==> config.mk <==
export PLATFORM = sky130hd
export DESIGN_NAME = spf_div
export DESIGN_NICKNAME = d
export VERILOG_FILES = /design/src/rtl/spf_pkg.sv /design/src/rtl/spf_div.sv
export SDC_FILE = /design/constraint.sdc
export NUM_CORES = 1
export LEC_CHECK = 0
export ABC_AREA = 1
export BUFFER_PORTS_ARGS = -buffer_cell sky130_fd_sc_hd__clkbuf_2
export CAP_MARGIN = 10
export CORE_MARGIN = 8
export CORE_UTILIZATION = 45
export DETAILED_ROUTE_END_ITERATION = 6
export PLACE_DENSITY = 0.69
export SYNTH_ARGS = -nofsm -noshare
export SYNTH_HDL_FRONTEND = slang
export SYNTH_SLANG_ARGS = --single-unit
==> constraint.sdc <==
create_clock -name clk -period 3.6 [get_ports clk]
set_clock_uncertainty 0.15 [all_clocks]
set_input_delay 1.08 -clock clk [delete_from_list [all_inputs] [get_ports clk]]
set_output_delay 1.08 -clock clk [all_outputs]
set_load 0.005 [all_outputs]
==> src/rtl/spf_pkg.sv <==
`default_nettype none
package spf_pkg;

	localparam int WORK_FRAC = 30;
	localparam logic signed [63:0] INT_LIM = 64'sd1 <<< 62;
	localparam logic signed [63:0] WONE = 64'sd1 <<< WORK_FRAC;
	localparam logic [5:0] TERM_COUNT_RESET = 6'd16;

	typedef struct packed {
		logic start;
		logic use_frac;
		logic signed [63:0] a;
		logic signed [63:0] b;
	} mul_req_t;

	typedef struct packed {
		logic start;
		logic signed [63:0] num;
		logic [30:0] den;
	} div_req_t;

	typedef struct packed {
		logic done;
		logic signed [63:0] value;
	} unit_rsp_t;

	function automatic logic signed [63:0] clamp_lim(input logic signed [64:0] v);
		logic signed [64:0] lim;
		lim = {INT_LIM[63], INT_LIM};
		if (v > lim) begin
			return INT_LIM;
		end else if (v < -lim) begin
			return -INT_LIM;
		end
		return v[63:0];
	endfunction

endpackage
`default_nettype wire

==> src/rtl/spf_div.sv <==
`default_nettype none
module spf_div (
	input  wire logic            clk,
	input  wire logic            arst_n,
	input  spf_pkg::div_req_t    req,
	output spf_pkg::unit_rsp_t   rsp
);
	import spf_pkg::*;

	logic active_q, done_q, neg_q;
	logic [5:0] cnt_q;
	logic [63:0] num_q;
	logic [31:0] rem_q;
	logic [30:0] den_q;
	logic [31:0] trial;
	logic ge;

	always_comb begin
		trial = {rem_q[30:0], num_q[63]};
		ge = trial >= {1'b0, den_q};
	end

	always_ff @(posedge clk or negedge arst_n) begin
		if (!arst_n) begin
			active_q <= 1'b0;
			done_q <= 1'b0;
			cnt_q <= '0;
		end else begin
			done_q <= 1'b0;
			if (req.start) begin
				active_q <= 1'b1;
				cnt_q <= '0;
			end else if (active_q) begin
				cnt_q <= cnt_q + 6'd1;
				if (cnt_q == 6'd63) begin
					active_q <= 1'b0;
					done_q <= 1'b1;
				end
			end
		end
	end

	always_ff @(posedge clk) begin
		if (req.start) begin
			num_q <= req.num[63] ? 64'(-req.num) : 64'(req.num);
			neg_q <= req.num[63];
			den_q <= req.den;
			rem_q <= '0;
		end else if (active_q) begin
			rem_q <= ge ? (trial - {1'b0, den_q}) : trial;
			num_q <= {num_q[62:0], ge};
		end
	end

	assign rsp.done = done_q;
	assign rsp.value = neg_q ? -$signed(num_q) : $signed(num_q);
endmodule
`default_nettype wire

==> flow_summary.json <==
{
  "status": "finished, violations left",
  "violations": "negative setup slack",
  "firstDrtPassIters": 7,
  "synthCells": 2057,
  "rsz0062_at_grt": "true",
  "place_hpwl_mm": 37.2,
  "tightest_slew_ns": 0.667,
  "grt_max_degree": 64,
  "finalWorstSetupSlack_ns": -0.0580,
  "cp-start-kind": "flip-flop",
  "seqCellArea_mm2": 0.00370,
  "final_nets": 2380,
  "dp_slack_ns": 0.194,
  "layout_commonest_cell": "nand2_1",
  "hold_ws_ns": 0.319,
  "cp_slowest_cell": "edfxtp_1",
  "core_area_mm2": 0.0277,
  "p_leak_nw": 7.49,
  "synth_fp_nets": 2190,
  "die_x_um": 184,
  "h-tree-depth": 4,
  "r2r_slack_ns": 0.76,
  "die_area_mm2": 0.0337,
  "setup_violations": 7,
  "path_cells": "inv_2 > ha_4 > nand3_4 > nor2_4 > nand3_4 > nor2_4 > nand2_4 > nand2_4 > o211ai_1 > xor2_1 > clkbuf_2",
  "antenna_found_initial": 0,
  "worst-path-max-fanout": 4,
  "end_kind": "output pin",
  "drt_iter0_drc": 1575,
  "routed_wl_mm": 46.9,
  "final_cell_mix": "nand2_1, inv_1, nor2_1, nand3_1, clkbuf_2",
  "worstSetupPathType": "flip-flop to output pin",
  "hold_viol_final": 0,
  "gp_congestion": 1.01,
  "gr-total-overflow": 0,
  "ys_ff_latch": 135,
  "fillerInstances": 2813,
  "stdcell_count": 2638,
  "synth_top_area_cell": "edfxtp_1",
  "arrival_ns": 2.43,
  "rows": 61,
  "vdd_ir_drop_max_mv": 0.354,
  "die_h_um": 184,
  "clkSlewWorstSetupHoldPaths_ns": 0.07,
  "r2r_start": "num_q[63]",
  "track_usage": 0.270,
  "syn_avg_cell_area_um2": 6.14,
  "maxCapViolations": 0,
  "vias": 14000,
  "syn_to_final_growth_pct": 19.6,
  "grt_pass1_vias": 12900,
  "numCtsBuffers": 17,
  "relSlewSlack": 0.555,
  "slew_violations": 0,
  "cts_tree": "done",
  "startpoint": "num_q[1]",
  "powerDensity_mw_per_mm2": 521,
  "drc": 0,
  "yosys-top-cells-area": "edfxtp_1, nand2_1, inv_1",
  "ys_warn_count": 0,
  "synth.top_cell.area_share": 0.228,
  "ys_seq_area_frac": 0.293,
  "wl_per_cell_um": 17.8,
  "worstRegToRegCells": 14,
  "tns_ns": -0.230,
  "critPathTopFamily": "simple AND/OR/NAND/NOR gates",
  "ctsHoldBuffers": 0,
  "fin_util": 0.545,
  "r2r_end": "num_q[0]",
  "grt_first_pass_wirelength_mm": 70.9,
  "syn-cell-area_mm2": 0.0126,
  "diodes": 0,
  "dp_cells": 2564,
  "min_path_type": "input port to async pin",
  "fin_crit_sh": 1.02,
  "ios": 163,
  "crit_cells": 11,
  "fmax_mhz": 273,
  "endpoint": "rsp[38]",
  "multi_input_area_mm2": 0.00789,
  "crit_required_ns": 2.37,
  "clockBufferDepth": 2,
  "io_buffers": 162,
  "slowest_delay_ns": 0.43,
  "yosysUniqueCellTypes": 46,
  "path_buf_inv": 2,
  "clock-root-buffer": "clkbuf_16",
  "cts.sinks": 135,
  "period_needed_ns": 3.66,
  "start_util": 0.456,
  "drtAntennaViolNets": 0,
  "vias_per_cell": 5.30,
  "clk_latency_ns": 0.44,
  "drive_above_1_share": 0.167
}
state kept, by name, indices dropped and copies added (netlist names):
signal	count
neg_q	1
rem_q	31
done_q	1
active_q	1
num_q	64
den_q	31
cnt_q	6
worst reg2reg max path, stage by stage (launching register included):
cell	delay (ns)
edfxtp_1	0.33
inv_1	0.09
ha_1	0.25
fa_1	0.41
inv_1	0.13
nand2_1	0.06
nand2_1	0.08
nand3_1	0.10
nand2_1	0.17
nand2_1	0.11
nand3_2	0.11
nand2_4	0.06
nand2_4	0.33
nand2_1	0.09
o21ai_0	0.16
power breakdown:
| part | total, W | switching (W) | internal [W] |
|---|---|---|---|
| sequential | 0.00222 | 0.000253 | 0.00197 |
| clock | 0.00178 | 0.000795 | 0.000983 |
| combinational | 0.00387 | 0.00249 | 0.00138 |
area by class of cell:
| class | count | area share |
|---|---|---|
| multi-input combinational | 1563 | 0.522 |
| sequential | 135 | 0.245 |
| timing repair buffer | 220 | 0.0851 |
| inverter | 310 | 0.0770 |
| tap | 378 | 0.0313 |
| clock buffer | 18 | 0.0284 |
| clock inverter | 14 | 0.0107 |
kinds of logic after synthesis:
logic type	count (synthesis)	synth area share
simple gates	1293	0.434
buf+inv	359	0.111
compound gates	137	0.0583
flops	135	0.293
xor+xnor	98	0.0679
fa+ha+maj	35	0.0353
per-layer routing:
metal | routed length, um | up-vias | global-route usage
met5 | 0 | - | 0
met4 | 1620 | 0 | 0.104
li1 | - | 6868 | -
met2 | 20100 | 656 | 0.407
met3 | 4170 | 93 | 0.0490
met1 | 21000 | 6355 | 0.378
stage by stage:
stage	cell area [um^2]	power, W
after global routing	15100	0.00843
after detailed placement	13800	0.00586
after CTS	14600	0.00770
after floorplan	12600	0.00482
after global placement	13800	0.00583
final	15100	0.00787
Yosys cell counts, drive strengths merged:
cell type / number
and2: 3
dfrtp: 8
ha: 34
o21bai: 1
or2: 3
xor2: 77
buf: 30
nand3b: 21
xnor2: 21
clkinv: 1
o211ai: 4
a21oi: 24
fa: 1
nor3b: 1
clkbuf: 19
nand4: 44
nor3: 23
nand2: 735
o21a: 1
a31oi: 6
a21o: 1
nand3: 181
edfxtp: 96
nor4: 2
inv: 309
dfxtp: 31
a22o: 1
o21ai: 96
nor2: 280
o31ai: 3
worst min path at each step:
stage,slack [ns],cells after the start,endpoint,start
2_1_floorplan,0.29,2,rem_q[30],rem_q[30]
3_3_place_gp,0.31,2,rem_q[15],rem_q[15]
3_5_place_dp,0.31,2,rem_q[13],rem_q[13]
4_1_cts,0.31,1,done_q,arst_n
5_1_grt,0.32,1,active_q,arst_n
6_report,0.32,1,done_q,arst_n
repair_timing:
item                                    CTS  global route
pin swaps                                 8            23
gates resized for setup                  21            97
endpoints found under the setup margin   37            45
setup buffers                            14            28
gates cloned                              0             0
(Power assumes the default switching activity.)
