==> src/rtl/spf_pkg.sv <==
`default_nettype none
package spf_pkg;

	localparam int WORK_FRAC = 30;
	localparam logic signed [63:0] INT_LIM = 64'sd1 <<< 62;
	localparam logic signed [63:0] WONE = 64'sd1 <<< WORK_FRAC;
	localparam logic [5:0] TERM_COUNT_RESET = 6'd16;

	typedef struct packed {
		logic start;
		logic use_frac;
		logic signed [63:0] a;
		logic signed [63:0] b;
	} mul_req_t;

	typedef struct packed {
		logic start;
		logic signed [63:0] num;
		logic [30:0] den;
	} div_req_t;

	typedef struct packed {
		logic done;
		logic signed [63:0] value;
	} unit_rsp_t;

	function automatic logic signed [63:0] clamp_lim(input logic signed [64:0] v);
		logic signed [64:0] lim;
		lim = {INT_LIM[63], INT_LIM};
		if (v > lim) begin
			return INT_LIM;
		end else if (v < -lim) begin
			return -INT_LIM;
		end
		return v[63:0];
	endfunction

endpackage
`default_nettype wire

==> src/rtl/spf_mul.sv <==
`default_nettype none
module spf_mul #(
	parameter int FRAC_BITS = 16
) (
	input  wire logic            clk,
	input  wire logic            arst_n,
	input  spf_pkg::mul_req_t    req,
	output spf_pkg::unit_rsp_t   rsp
);
	import spf_pkg::*;

	logic active_q, neg_q, frac_q, done_q;
	logic [2:0] ph_q;
	logic [1:0] idx_q;
	logic [63:0] a_mag_q, b_mag_q, pp_q;
	logic [127:0] acc_q;
	logic signed [63:0] value_q;

	logic [31:0] a_half, b_half;
	logic [127:0] pp_shifted, shifted;
	logic [63:0] mag;
	logic over;

	always_comb begin
		a_half = ph_q[1] ? a_mag_q[63:32] : a_mag_q[31:0];
		b_half = ph_q[0] ? b_mag_q[63:32] : b_mag_q[31:0];
		case (idx_q)
			2'd0: pp_shifted = {64'd0, pp_q};
			2'd3: pp_shifted = {pp_q, 64'd0};
			default: pp_shifted = {32'd0, pp_q, 32'd0};
		endcase
		shifted = frac_q ? (acc_q >> FRAC_BITS) : (acc_q >> WORK_FRAC);
		over = (shifted[127:64] != '0) || (shifted[63:0] > 64'(INT_LIM));
		mag = over ? 64'(INT_LIM) : shifted[63:0];
	end

	always_ff @(posedge clk or negedge arst_n) begin
		if (!arst_n) begin
			active_q <= 1'b0;
			done_q <= 1'b0;
			ph_q <= '0;
		end else begin
			done_q <= 1'b0;
			if (req.start) begin
				active_q <= 1'b1;
				ph_q <= '0;
			end else if (active_q) begin
				ph_q <= ph_q + 3'd1;
				if (ph_q == 3'd5) begin
					active_q <= 1'b0;
					done_q <= 1'b1;
				end
			end
		end
	end

	always_ff @(posedge clk) begin
		if (req.start) begin
			a_mag_q <= req.a[63] ? 64'(-req.a) : 64'(req.a);
			b_mag_q <= req.b[63] ? 64'(-req.b) : 64'(req.b);
			neg_q <= req.a[63] ^ req.b[63];
			frac_q <= req.use_frac;
			acc_q <= '0;
		end else if (active_q) begin
			if (ph_q < 3'd4) begin
				pp_q <= 64'(a_half) * 64'(b_half);
				idx_q <= ph_q[1:0];
			end
			if (ph_q >= 3'd1 && ph_q <= 3'd4) begin
				acc_q <= acc_q + pp_shifted;
			end
			if (ph_q == 3'd5) begin
				value_q <= neg_q ? -$signed(mag) : $signed(mag);
			end
		end
	end

	assign rsp.done = done_q;
	assign rsp.value = value_q;
endmodule
`default_nettype wire

==> config.mk <==
export PLATFORM = sky130hd
export DESIGN_NAME = spf_mul
export DESIGN_NICKNAME = d
export VERILOG_FILES = /design/src/rtl/spf_pkg.sv /design/src/rtl/spf_mul.sv
export SDC_FILE = /design/constraint.sdc
export NUM_CORES = 2
export LEC_CHECK = 0
export BUFFER_PORTS_ARGS = -buffer_cell sky130_fd_sc_hd__buf_2
export CAP_MARGIN = 20
export CORE_UTILIZATION = 47
export CTS_BUF_LIST = sky130_fd_sc_hd__clkbuf_8
export DETAILED_ROUTE_END_ITERATION = 6
export PLACE_DENSITY = 0.66
export RECOVER_POWER = 25
export SLEW_MARGIN = 10
export SYNTH_ARGS = -nofsm -noshare
export SYNTH_HDL_FRONTEND = slang
export SYNTH_SLANG_ARGS = --single-unit
==> constraint.sdc <==
create_clock -name clk -period 11.2 [get_ports clk]
set_input_delay 1.12 -clock clk [delete_from_list [all_inputs] [get_ports clk]]
set_output_delay 1.12 -clock clk [all_outputs]
set_load 0.05 [all_outputs]
==> impl_metrics.tcl <==
set metrics [dict create \
    regToRegEndpoint "pp_q[58]$_DFFE_PP_" \
    wirelength_um 223000 \
    wl_per_cell_um 25.1 \
    antenna_found_initial 8 \
    area_growth_pct 7.37 \
    cts_tree "yes" \
    rsz0062_at_grt "false" \
    postCtsSetupRepairBufs 0 \
    fmax_mhz 97.1 \
    start_kind "flop" \
    synth.distinct_cells 81 \
    grt_first_pass_wirelength_um 329000 \
    fin_nets 8512 \
    skew_ns 0.0625 \
    status "finished with violations" \
    hpwl_um 176000 \
    synth_edf_count 260 \
    drc_errors 1 \
    layout_commonest_cell "inv_1" \
    crit_start "ph_q[1]$_DFFE_PN0P_" \
    timing.rr.start "ph_q[1]$_DFFE_PN0P_" \
    tightest_slew_ns 3.69 \
    syn-cell-area_um2 61000 \
    cts_resized 0 \
    violations "DRC, capacitance limit, slew limit" \
    clock_insertion_delay_worst_skew_ns 0.84 \
    period_minus_slack_ns 10.30 \
    worstSetupEndpoint "pp_q[58]$_DFFE_PP_" \
    grt_overflow 0 \
    slew_headroom_pct -146 \
    final_area_um2 65500 \
    fin_worst_hold_slack_ns 0.451 \
    setup_viol_count_final 0 \
    rows 131 \
    hold_class "in2async" \
    yosysWarnings 0 \
    n_fill_cell 12300 \
    drt_iter0_drc 5169 \
    clk_pin_slew_worst_paths_ns 0.05 \
    crit_required_ns 11.74 \
    arrival_ns 10.84 \
    dr_total_vias 52500 \
    die_width_um 362 \
    hold_viol 0 \
    cts_made_buffers 74 \
    first_global_vias 52700 \
    die_y_um 362 \
    end_kind "flop" \
    setup_tns_ns 0 \
    layout-drive-gt1-share_pct 8.17 \
    dr.pass1.iters 7 \
    syn_avg_cell_area_um2 8.63 \
    htreeDepth 3 \
    finish.utilization_pct 51.1 \
    root_buffer "clkbuf_8" \
    core_um2 128000 \
    ys_ff_latch 393 \
    num_io_pins 197 \
    path_class "reg2reg" \
    synth_cells 7061 \
    place_area_um2 64000 \
    drv_slew 423 \
    grt_usage_pct 33.8 \
    clock_path_buffers 3 \
    seq_area_frac_synth_pct 17.2 \
    synth_nets 8488 \
    layout_common_cells "956 x inv_1, 941 x nand2_1, 897 x fa_1" \
    rrSetupSlack_ns 0.90 \
    synthArstFlopShare_pct 1.27 \
    synth-main-ff-cell "edfxtp_1" \
    period_share_pct 91.9 \
    via_per_inst 5.91 \
    ff2ff_path_depth 25 \
    grt_max_degree 141 \
    gp_congestion 1.04 \
    clock-sinks 393 \
    drv_cap 7 \
    die_area_um2 131000 \
    cts_hold_buf 0 \
    detail-route-antenna-nets 0 \
    numPortBuffers 196 \
    crit_fanout 48 \
    start_util_pct 47.6 \
]
cells in the mapped netlist (all sizes together), types with 18 or more instances:
master | number | area, um^2
a211oi | 22 | 165
a21o | 121 | 908
a21oi | 377 | 1890
a22o | 38 | 333
a31oi | 25 | 156
and2 | 75 | 469
and3 | 24 | 150
buf | 41 | 163
clkbuf | 319 | 1200
dfxtp | 128 | 2560
edfxtp | 260 | 7810
fa | 897 | 18000
ha | 398 | 4980
inv | 932 | 3500
mux2 | 82 | 923
mux2i | 114 | 1140
nand2 | 941 | 3530
nand2b | 44 | 283
nand3 | 52 | 260
nand4 | 96 | 601
nor2 | 822 | 3090
nor2b | 22 | 138
nor3 | 103 | 515
nor4 | 30 | 188
o21a | 25 | 188
o21ai | 314 | 1570
o21bai | 57 | 428
o31ai | 66 | 500
o41ai | 18 | 165
or2 | 33 | 206
or3 | 55 | 359
or4 | 25 | 199
xnor2 | 255 | 2230
xor2 | 55 | 482
cells by family after synthesis:
| group | count (synthesis) | synth area share, % |
|---|---|---|
| simple gates | 2370 | 17.0 |
| fa+ha+maj | 1295 | 37.6 |
| buf+inv | 1293 | 7.97 |
| compound gates | 1204 | 12.3 |
| flops | 393 | 17.2 |
| xor+xnor | 310 | 4.45 |
| mux | 196 | 3.39 |
metal layers:
metal / wire length (um) / global-route usage [%] / vias to the layer above
li1: - / - / 23200
met1: 84200 / 41.7 / 25700
met2: 99200 / 53.4 / 2835
met3: 21700 / 7.48 / 714
met4: 17700 / 22.2 / 2
met5: 8 / 0 / -
final cells by class:
type	instances	area [um^2]	area share, %
antenna	6	15.0	0.0229
clock inverter	56	445	0.680
clock buffer	79	1090	1.66
multi-input combinational	5375	45900	70.2
sequential	393	10500	16.0
timing repair buffer	308	1820	2.79
inverter	933	3500	5.35
tap	1729	2160	3.30
critical path: stages (launching register included):
cell       delay [ns]
dfrtp_4          1.01
mux2i_2          1.06
buf_4            0.41
nor2_1           0.11
fa_1             0.55
inv_1            0.05
fa_1             0.56
fa_1             0.54
fa_1             0.51
inv_1            0.05
fa_1             0.56
fa_1             0.43
fa_1             0.51
fa_1             0.44
ha_1             0.51
nand4_1          0.19
nor2_1           0.17
o21ai_0          0.10
a21oi_1          0.18
a2bb2oi_1        0.21
a41oi_1          0.15
o41ai_1          0.82
a41o_1           0.36
o211a_1          0.25
a21boi_0         0.12
xnor2_1          0.13
worst min-delay path by stage:
stage / to / slack [ns] / depth (start not counted)
floorplan: acc_q[10]$_SDFFE_PP0P_ / 0.44 / 2
global placement: acc_q[11]$_SDFFE_PP0P_ / 0.44 / 2
detailed placement: acc_q[15]$_SDFFE_PP0P_ / 0.45 / 2
CTS: ph_q[1]$_DFFE_PN0P_ / 0.17 / 1
global route: ph_q[1]$_DFFE_PN0P_ / 0.41 / 1
finish: ph_q[1]$_DFFE_PN0P_ / 0.45 / 1
sequential cells by signal, indices dropped and copies added (netlist names):
signal / flops
a_mag_q: 64
done_q: 1
frac_q: 1
neg_q: 1
active_q: 1
ph_q: 3
value_q: 64
pp_q: 64
acc_q: 128
b_mag_q: 64
idx_q: 2
stage by stage:
step | setup slack [ns] | std cells
floorplan | 2.14 | 7061
global placement | 1.25 | 8734
detailed placement | 1.09 | 8737
CTS | 1.05 | 8872
global route | 0.734 | 8878
finish | 0.902 | 8879
Power is left out: the tool's default activity adds up to more than one toggle a clock period on the data nets, which glitch-free logic cannot reach.
